`src/rtl/sleep_wakeup_timer_queue_macros.svh`:
```
// Assertion macros for the sleep wakeup timer queue.
// Used by the top level; expects signals clk and rst in the calling scope.
`ifndef SLEEP_WAKEUP_TIMER_QUEUE_MACROS_SVH
`define SLEEP_WAKEUP_TIMER_QUEUE_MACROS_SVH
`ifndef SYNTHESIS
`define SWTQ_ASSERT(lbl, prop, msg) \
  lbl: assert property (@(posedge clk) disable iff (rst) prop) else $error(msg);
`define SWTQ_ASSERT_NEXT(lbl, ante, cons, msg) \
  lbl: assert property (@(posedge clk) disable iff (rst) (ante) |=> (cons)) else $error(msg);
`else
`define SWTQ_ASSERT(lbl, prop, msg)
`define SWTQ_ASSERT_NEXT(lbl, ante, cons, msg)
`endif
`endif

```
`src/rtl/swtq_pkg.sv`:
```
// Shared types and constants for the sleep wakeup timer queue.
// No dependencies; imported by the cell and the top level.
`timescale 1ns / 1ps
`default_nettype none

package swtq_pkg;

  localparam int MAX_RESULTS = 16;
  localparam int RES_W       = $clog2(MAX_RESULTS);

  typedef enum logic [1:0] {
    FUNC_INSERT = 2'd0,
    FUNC_REMOVE = 2'd1,
    FUNC_TICK   = 2'd2,
    FUNC_NOP    = 2'd3
  } func_t;

  typedef struct packed {
    logic [31:0] wtime;
    logic [3:0]  id;
    logic        blk;
  } entry_t;

  typedef enum logic [1:0] {
    CELL_HOLD,
    CELL_INSERT,
    CELL_REMOVE,
    CELL_POP
  } cell_op_t;

  typedef struct packed {
    cell_op_t op;
    entry_t   ent;
  } cell_cmd_t;

  typedef struct packed {
    logic keep;
    logic found;
  } cell_chain_t;

endpackage

`default_nettype wire

```
`src/rtl/swtq_cell.sv`:
```
// One slot of the sorted sleeper chain: holds an entry, shifts with its neighbors.
// Depends on swtq_pkg.
`timescale 1ns / 1ps
`default_nettype none

module swtq_cell import swtq_pkg::*; (
  input  logic        clk,
  input  cell_cmd_t   cmd,
  input  logic        occ,
  input  logic [31:0] tick,
  input  entry_t      prev_ent,
  input  entry_t      next_ent,
  input  cell_chain_t chain_in,
  output cell_chain_t chain_out,
  output entry_t      ent,
  output logic        due
);

  entry_t ent_next;
  logic   le;
  logic   match;

  assign le              = occ && (ent.wtime <= cmd.ent.wtime);
  assign match           = occ && (ent.id == cmd.ent.id);
  assign chain_out.keep  = le;
  assign chain_out.found = chain_in.found | match;
  assign due             = occ && (ent.wtime <= tick);

  always_comb begin
    unique case (cmd.op)
      CELL_HOLD:   ent_next = ent;
      CELL_INSERT: begin
        if (le) begin
          ent_next = ent;
        end else if (chain_in.keep) begin
          ent_next = cmd.ent;
        end else begin
          ent_next = prev_ent;
        end
      end
      CELL_REMOVE: ent_next = chain_out.found ? next_ent : ent;
      CELL_POP:    ent_next = next_ent;
      default:     ent_next = ent;
    endcase
  end

  always_ff @(posedge clk) begin
    ent <= ent_next;
  end

endmodule

`default_nettype wire

```
`src/rtl/sleep_wakeup_timer_queue.sv`:
```
// Sorted sleep queue with a 32-bit wrapping tick counter, built as a chain of
// MAX_SLEEPERS cells kept in wakeup order. An insert, remove or no-op transaction
// passes from acceptance through applying it to the chain and evaluating the head
// to the emit state, which loads its result into the output register once that is
// free. A tick gives one result per cycle while the output register is free, since
// the chain pops one head entry per cycle; at most 16 woken entries are emitted per tick. The next
// transaction is accepted once the last result has been loaded into the output
// register. No clearing pass follows reset.
// Depends on swtq_pkg, swtq_cell and sleep_wakeup_timer_queue_macros.svh.
`timescale 1ns / 1ps
`default_nettype none
`include "sleep_wakeup_timer_queue_macros.svh"

module sleep_wakeup_timer_queue import swtq_pkg::*; #(
  parameter int MAX_SLEEPERS = 16
) (
  input  logic        clk,
  input  logic        rst,
  input  logic        s_tvalid,
  output logic        s_tready,
  // thread_id[3:0], wakeup_time[35:4], is_blocked[36], tick_increment[52:37]
  input  logic [55:0] s_tdata,
  // func[1:0]
  input  logic [1:0]  s_tuser,
  output logic        m_tvalid,
  input  logic        m_tready,
  // woken_id[3:0], timed_out[4], earliest_wakeup[36:5], list_empty[37],
  // full_error[38], tick_now[70:39]
  output logic [71:0] m_tdata,
  // woken_valid[0]
  output logic [0:0]  m_tuser,
  output logic        m_tlast
);

  localparam int N     = MAX_SLEEPERS;
  localparam int CNT_W = $clog2(N + 1);

  typedef enum logic [1:0] {ST_IDLE, ST_APPLY, ST_EVAL, ST_EMIT} state_t;

  state_t           state;
  logic [CNT_W-1:0] count;
  logic [31:0]      tick;
  logic [RES_W-1:0] popped;
  func_t            op_func;
  entry_t           op_ent;
  logic [15:0]      op_inc;
  logic             ferr;
  logic [31:0]      stat_earliest;
  logic             stat_empty;

  logic             out_valid;
  logic             out_wv;
  logic [3:0]       out_id;
  logic             out_tmo;
  logic             out_last;
  logic [31:0]      out_earliest;
  logic             out_empty;
  logic             out_ferr;
  logic [31:0]      out_tick;

  cell_cmd_t        cmd;
  entry_t           ents      [N];
  entry_t           prev_ents [N];
  entry_t           next_ents [N];
  cell_chain_t      chains    [N+1];
  logic [N-1:0]     occ;
  logic [N-1:0]     due_raw;
  logic [N-1:0]     due;
  logic [N-1:0]     bnd;
  logic [31:0]      head_sel;
  logic             cap_hit;
  logic [31:0]      cap_time;
  logic [31:0]      earliest_c;
  logic             empty_c;
  logic             slot_free;
  logic             last_c;

  assign s_tready  = (state == ST_IDLE);
  assign slot_free = !out_valid || m_tready;
  assign chains[0] = '{keep: 1'b1, found: 1'b0};

  always_comb begin
    cmd.ent = op_ent;
    cmd.op  = CELL_HOLD;
    if (state == ST_APPLY) begin
      if (op_func == FUNC_INSERT && count < CNT_W'(N)) begin
        cmd.op = CELL_INSERT;
      end else if (op_func == FUNC_REMOVE) begin
        cmd.op = CELL_REMOVE;
      end
    end else if (state == ST_EMIT && slot_free && due[0]) begin
      cmd.op = CELL_POP;
    end
  end

  for (genvar i = 0; i < N; i++) begin : g_cell
    if (i == 0) begin : g_first
      assign prev_ents[i] = ents[i];
      assign bnd[i]       = occ[i] & ~due[i];
    end else begin : g_rest
      assign prev_ents[i] = ents[i-1];
      assign bnd[i]       = occ[i] & ~due[i] & due[i-1];
    end
    if (i == N - 1) begin : g_last
      assign next_ents[i] = ents[i];
    end else begin : g_inner
      assign next_ents[i] = ents[i+1];
    end
    assign occ[i] = CNT_W'(i) < count;
    assign due[i] = due_raw[i] & (op_func == FUNC_TICK);

    swtq_cell u_cell (
      .clk       (clk),
      .cmd       (cmd),
      .occ       (occ[i]),
      .tick      (tick),
      .prev_ent  (prev_ents[i]),
      .next_ent  (next_ents[i]),
      .chain_in  (chains[i]),
      .chain_out (chains[i+1]),
      .ent       (ents[i]),
      .due       (due_raw[i])
    );
  end

  if (N > MAX_RESULTS) begin : g_cap
    assign cap_hit  = due[MAX_RESULTS];
    assign cap_time = ents[MAX_RESULTS].wtime;
  end else begin : g_nocap
    assign cap_hit  = 1'b0;
    assign cap_time = '0;
  end

  always_comb begin
    head_sel = '0;
    for (int i = 0; i < N; i++) begin
      head_sel = head_sel | (bnd[i] ? ents[i].wtime : 32'd0);
    end
  end

  assign earliest_c = cap_hit ? cap_time : head_sel;
  assign empty_c    = cap_hit ? 1'b0 : ~(|bnd);
  assign last_c     = (popped == RES_W'(MAX_RESULTS - 1)) || !due[1];

  always_ff @(posedge clk) begin
    if (rst) begin
      state     <= ST_IDLE;
      count     <= '0;
      tick      <= '0;
      popped    <= '0;
      out_valid <= 1'b0;
    end else begin
      if (out_valid && m_tready && state != ST_EMIT) begin
        out_valid <= 1'b0;
      end
      unique case (state)
        ST_IDLE: begin
          if (s_tvalid) begin
            op_func      <= func_t'(s_tuser);
            op_ent.id    <= s_tdata[3:0];
            op_ent.wtime <= s_tdata[35:4];
            op_ent.blk   <= s_tdata[36];
            op_inc       <= s_tdata[52:37];
            state        <= ST_APPLY;
          end
        end
        ST_APPLY: begin
          ferr   <= (op_func == FUNC_INSERT) && (count == CNT_W'(N));
          popped <= '0;
          unique case (op_func)
            FUNC_INSERT: begin
              if (count != CNT_W'(N)) begin
                count <= count + CNT_W'(1);
              end
            end
            FUNC_REMOVE: begin
              if (chains[N].found) begin
                count <= count - CNT_W'(1);
              end
            end
            FUNC_TICK: tick <= tick + 32'(op_inc);
            FUNC_NOP:  ;
            default:   ;
          endcase
          state <= ST_EVAL;
        end
        ST_EVAL: begin
          stat_earliest <= earliest_c;
          stat_empty    <= empty_c;
          state         <= ST_EMIT;
        end
        ST_EMIT: begin
          if (slot_free) begin
            out_valid    <= 1'b1;
            out_earliest <= stat_earliest;
            out_empty    <= stat_empty;
            out_ferr     <= ferr;
            out_tick     <= tick;
            if (due[0]) begin
              out_wv   <= 1'b1;
              out_id   <= ents[0].id;
              out_tmo  <= ents[0].blk;
              out_last <= last_c;
              count    <= count - CNT_W'(1);
              popped   <= popped + RES_W'(1);
              if (last_c) begin
                state <= ST_IDLE;
              end
            end else begin
              out_wv   <= 1'b0;
              out_id   <= '0;
              out_tmo  <= 1'b0;
              out_last <= 1'b1;
              state    <= ST_IDLE;
            end
          end
        end
        default: state <= ST_IDLE;
      endcase
    end
  end

  assign m_tvalid = out_valid;
  assign m_tlast  = out_last;
  assign m_tuser  = out_wv;
  assign m_tdata  = {1'b0, out_tick, out_ferr, out_empty, out_earliest, out_tmo, out_id};

  `SWTQ_ASSERT_NEXT(a_pop_count, state == ST_EMIT && slot_free && due[0], count == $past(count) - CNT_W'(1), "pop did not decrement count")
  `SWTQ_ASSERT_NEXT(a_full_hold, state == ST_APPLY && op_func == FUNC_INSERT && count == CNT_W'(N), count == CNT_W'(N) && ferr, "full insert changed the list")
  `SWTQ_ASSERT(a_empty_head, (out_valid && out_empty) |-> (out_earliest == 32'd0), "empty list reports a head time")
  `SWTQ_ASSERT(a_wake_noerr, (out_valid && out_wv) |-> !out_ferr, "woken result flagged full")

endmodule

`default_nettype wire
```
`config.mk`:
```
export PLATFORM = sky130hd
export DESIGN_NAME = sleep_wakeup_timer_queue
export DESIGN_NICKNAME = d
export VERILOG_FILES = /design/src/rtl/swtq_pkg.sv /design/src/rtl/swtq_cell.sv /design/src/rtl/sleep_wakeup_timer_queue.sv
export VERILOG_INCLUDE_DIRS = /design/src /design/src/rtl
export SDC_FILE = /design/constraint.sdc
export NUM_CORES = 2
export LEC_CHECK = 0
export BUFFER_PORTS_ARGS = -buffer_cell sky130_fd_sc_hd__buf_2
export CORE_ASPECT_RATIO = 1.25
export CORE_MARGIN = 1.5
export CORE_UTILIZATION = 45
export DETAILED_ROUTE_END_ITERATION = 10
export HOLD_SLACK_MARGIN = 0.06
export PLACE_DENSITY = 0.65
export SYNTH_ARGS = -nofsm -noshare
export SYNTH_HDL_FRONTEND = slang
export SYNTH_HIERARCHICAL = 1
export SYNTH_SLANG_ARGS = --single-unit
```
`constraint.sdc`:
```
create_clock -name clk -period 9.47 [get_ports clk]
set_input_delay 0.4735 -clock clk [delete_from_list [all_inputs] [get_ports clk]]
set_output_delay 0.4735 -clock clk [all_outputs]
set_load 0.03 [all_outputs]
```
==> impl_metrics.sql <==
INSERT INTO impl_metrics (metric_group, metric, value, unit) VALUES
('clocking', 'number_of_gates_given_a_new_drive_strength_after_cts', '0', ''),
('synthesis', 'synth-warning-count', '6', ''),
('clocking', 'post_cts.repair.setup_buffers', '0', ''),
('floorplan', 'start_util', '45.4', '%'),
('route', 'route.vias.total', '59400', ''),
('synthesis', 'syn_area', '68200', 'um2'),
('clocking', 'clock_tree_from_tritoncts', 'built', ''),
('clocking', 'maximum_clock_path_buffer_count', '3', ''),
('timing', 'max-slew-margin-rel', '4.39', '%'),
('grt', 'grt_pass1_wl', '373000', 'um'),
('place', 'gp_congestion', '1.01', ''),
('clocking', 'clock_insertion_delay_worst_skew', '750', 'ps'),
('clocking', 'clkSlewWorstSetupHoldPaths', '60', 'ps'),
('final_layout', 'layout.cells.most_common', 'inv_1', ''),
('clocking', 'cts_hold_buffers_added', '55', ''),
('floorplan', 'rows', '159', ''),
('job', 'drv_cap', '0', ''),
('route', 'routed_wire_length_per_instance', '27.0', 'um'),
('timing', 'final.period_utilization', '68.4', '%'),
('floorplan', 'ioPinCount', '138', ''),
('clocking', 'h_tree_depth', '3', ''),
('floorplan', 'chipWidth', '351', 'um'),
('synthesis', 'synthCells', '7348', ''),
('grt', 'grt_antenna_before_repair', '8', ''),
('route', 'highest-signal-layer', 'met5', ''),
('route', 'drtAntennaViolNets', '0', ''),
('route', 'drc_errors', '0', ''),
('final_layout', 'finalNetCount', '8599', ''),
('route', 'pre_antenna_drt_iters', '10', ''),
('route', 'detail_route.vias_per_cell', '6.19', ''),
('worst_setup_path', 'timing.critical_path.from_type', 'register', ''),
('route', 'wl', '259000', 'um'),
('timing', 'timing.final.max_slew_violations', '0', ''),
('final_layout', 'post_route_cells_drive_above_1_share', '8.30', '%'),
('route', 'drt_iter0_drc', '6121', ''),
('worst_setup_path', 'worst-setup-path-type', 'reg2reg', ''),
('power', 'power_leakage', '28.1', 'nW'),
('timing', 'timing.final.hold_violations', '0', ''),
('route', 'met1_length', '98000', 'um'),
('final_layout', 'final_util', '50.1', '%'),
('clocking', 'clk_root_buffer_cell', 'clkbuf_16', ''),
('floorplan', 'die_h', '438', 'um'),
('timing', 'min_period', '6480', 'ps'),
('final_layout', 'most-common-layout-cells', '1075 x inv_1, 1048 x ha_1, 877 x nand2_1', ''),
('worst_setup_path', 'worst-endpoint-required', '9850', 'ps'),
('grt', 'globalRouteOverflowTotal', '0', ''),
('grt', 'globalRouteTotalUtil', '32.8', '%'),
('hold_path', 'worstHoldPathType', 'in2reg', ''),
('clocking', 'clock-sinks', '798', ''),
('timing', 'tns', '0', 'ps'),
('timing', 'fmax', '154', 'MHz'),
('floorplan', 'placeable_core_region', '150000', 'um2'),
('power', 'irDropWorstVdd', '184', 'uV'),
('place', 'detailedPlacementHpwl', '195000', 'um'),
('floorplan', 'fp.dieArea', '154000', 'um2'),
('clocking', 'number_of_clock_buffers_inserted_by_tritoncts', '94', ''),
('power', 'pwr_density_cell', '216', 'nW/um2'),
('route', 'wl_met3', '18000', 'um'),
('timing', 'setup_violations', '0', ''),
('run_status', 'status', 'finished clean', ''),
('worst_setup_path', 'cp_max_fo', '72', ''),
('synthesis', 'post_synthesis_average_cell_area', '9.29', 'um2'),
('place', 'port_buffers', '133', ''),
('timing', 'grt_setup_unrepaired', 'false', ''),
('timing', 'skew', '33.1', 'ps'),
('final_layout', 'syn2layout_area_growth', '10.4', '%'),
('timing', 'worstMarginPinSlew', '1400', 'ps'),
('route', 'detailroute.wirelength.met2', '119000', 'um'),
('worst_setup_path', 'critical_path.endpoint_type', 'register', ''),
('worst_setup_path', 'critPathArrivalTime', '6860', 'ps'),
('grt', 'first_global_vias', '56200', ''),
('grt', 'largest_net_degree_at_the_start_of_global_routing', '247', '');
power breakdown:
group / switching [mW] / internal (mW)
clock: 1.72 / 2.33
combinational: 3.93 / 2.27
sequential: 1.06 / 4.92
total: 6.71 / 9.53
sequential cells by signal (all words and copies together), names as in the netlist, 5 cells and up:
| signal | count |
|---|---|
| out_earliest | 32 |
| op_inc | 16 |
| stat_earliest | 32 |
| cmd | 37 |
| out_tick | 32 |
| tick | 32 |
| count | 5 |
| g_cell.u_cell/ent | 592 |
through the flow:
step	instances	hold slack [ps]	cell area, um2	setup WS [ps]	total power [mW]
after floorplan	7349	400	68200	1660	9.74
after global routing	9582	228	75300	2620	17.0
after detailed placement	9349	405	71400	3110	12.0
after CTS	9581	140	75300	3080	16.1
after global placement	9349	402	71400	3170	11.7
final	9583	188	75300	2990	16.2
critical path, stage by stage (launching register included):
cell,delay (ps)
dfxtp_1,310
buf_4,340
inv_1,90
ha_1,310
nand4_1,250
a21oi_1,80
a2111oi_0,750
o21ai_0,340
o21ai_1,190
and3b_1,510
nand3_1,300
o22ai_4,730
buf_4,650
a21oi_1,210
a31oi_4,600
buf_4,440
final cells by class:
cell class | count | area, um2
fill | 14100 | 75100
multi-input combinational | 5189 | 39600
sequential | 798 | 23500
inverter | 1075 | 4040
clock buffer | 116 | 2600
tap | 2012 | 2520
timing repair buffer | 330 | 2330
clock inverter | 61 | 744
antenna | 2 | 5.00
metal layers:
metal  GRT usage [%]  vias up
met1            39.6    28600
met2            53.0     2810
li1                -    27100
met3            3.81      827
met5               0        -
met4            26.1        4
path summary, 6_finish.rpt:
| kind | startpoint | endpoint | slack (ps) | depth (start not counted) |
|---|---|---|---|---|
| max reg2reg | tick[25] | g_cell[3].u_cell/ent[3] | 2990 | 15 |
| max | tick[25] | g_cell[3].u_cell/ent[3] | 2990 | 15 |
| min | s_tvalid | state[1] | 190 | 4 |
| min reg2reg | stat_earliest[16] | out_earliest[16] | 420 | 0 |
Power figures use the tool's default switching activity.
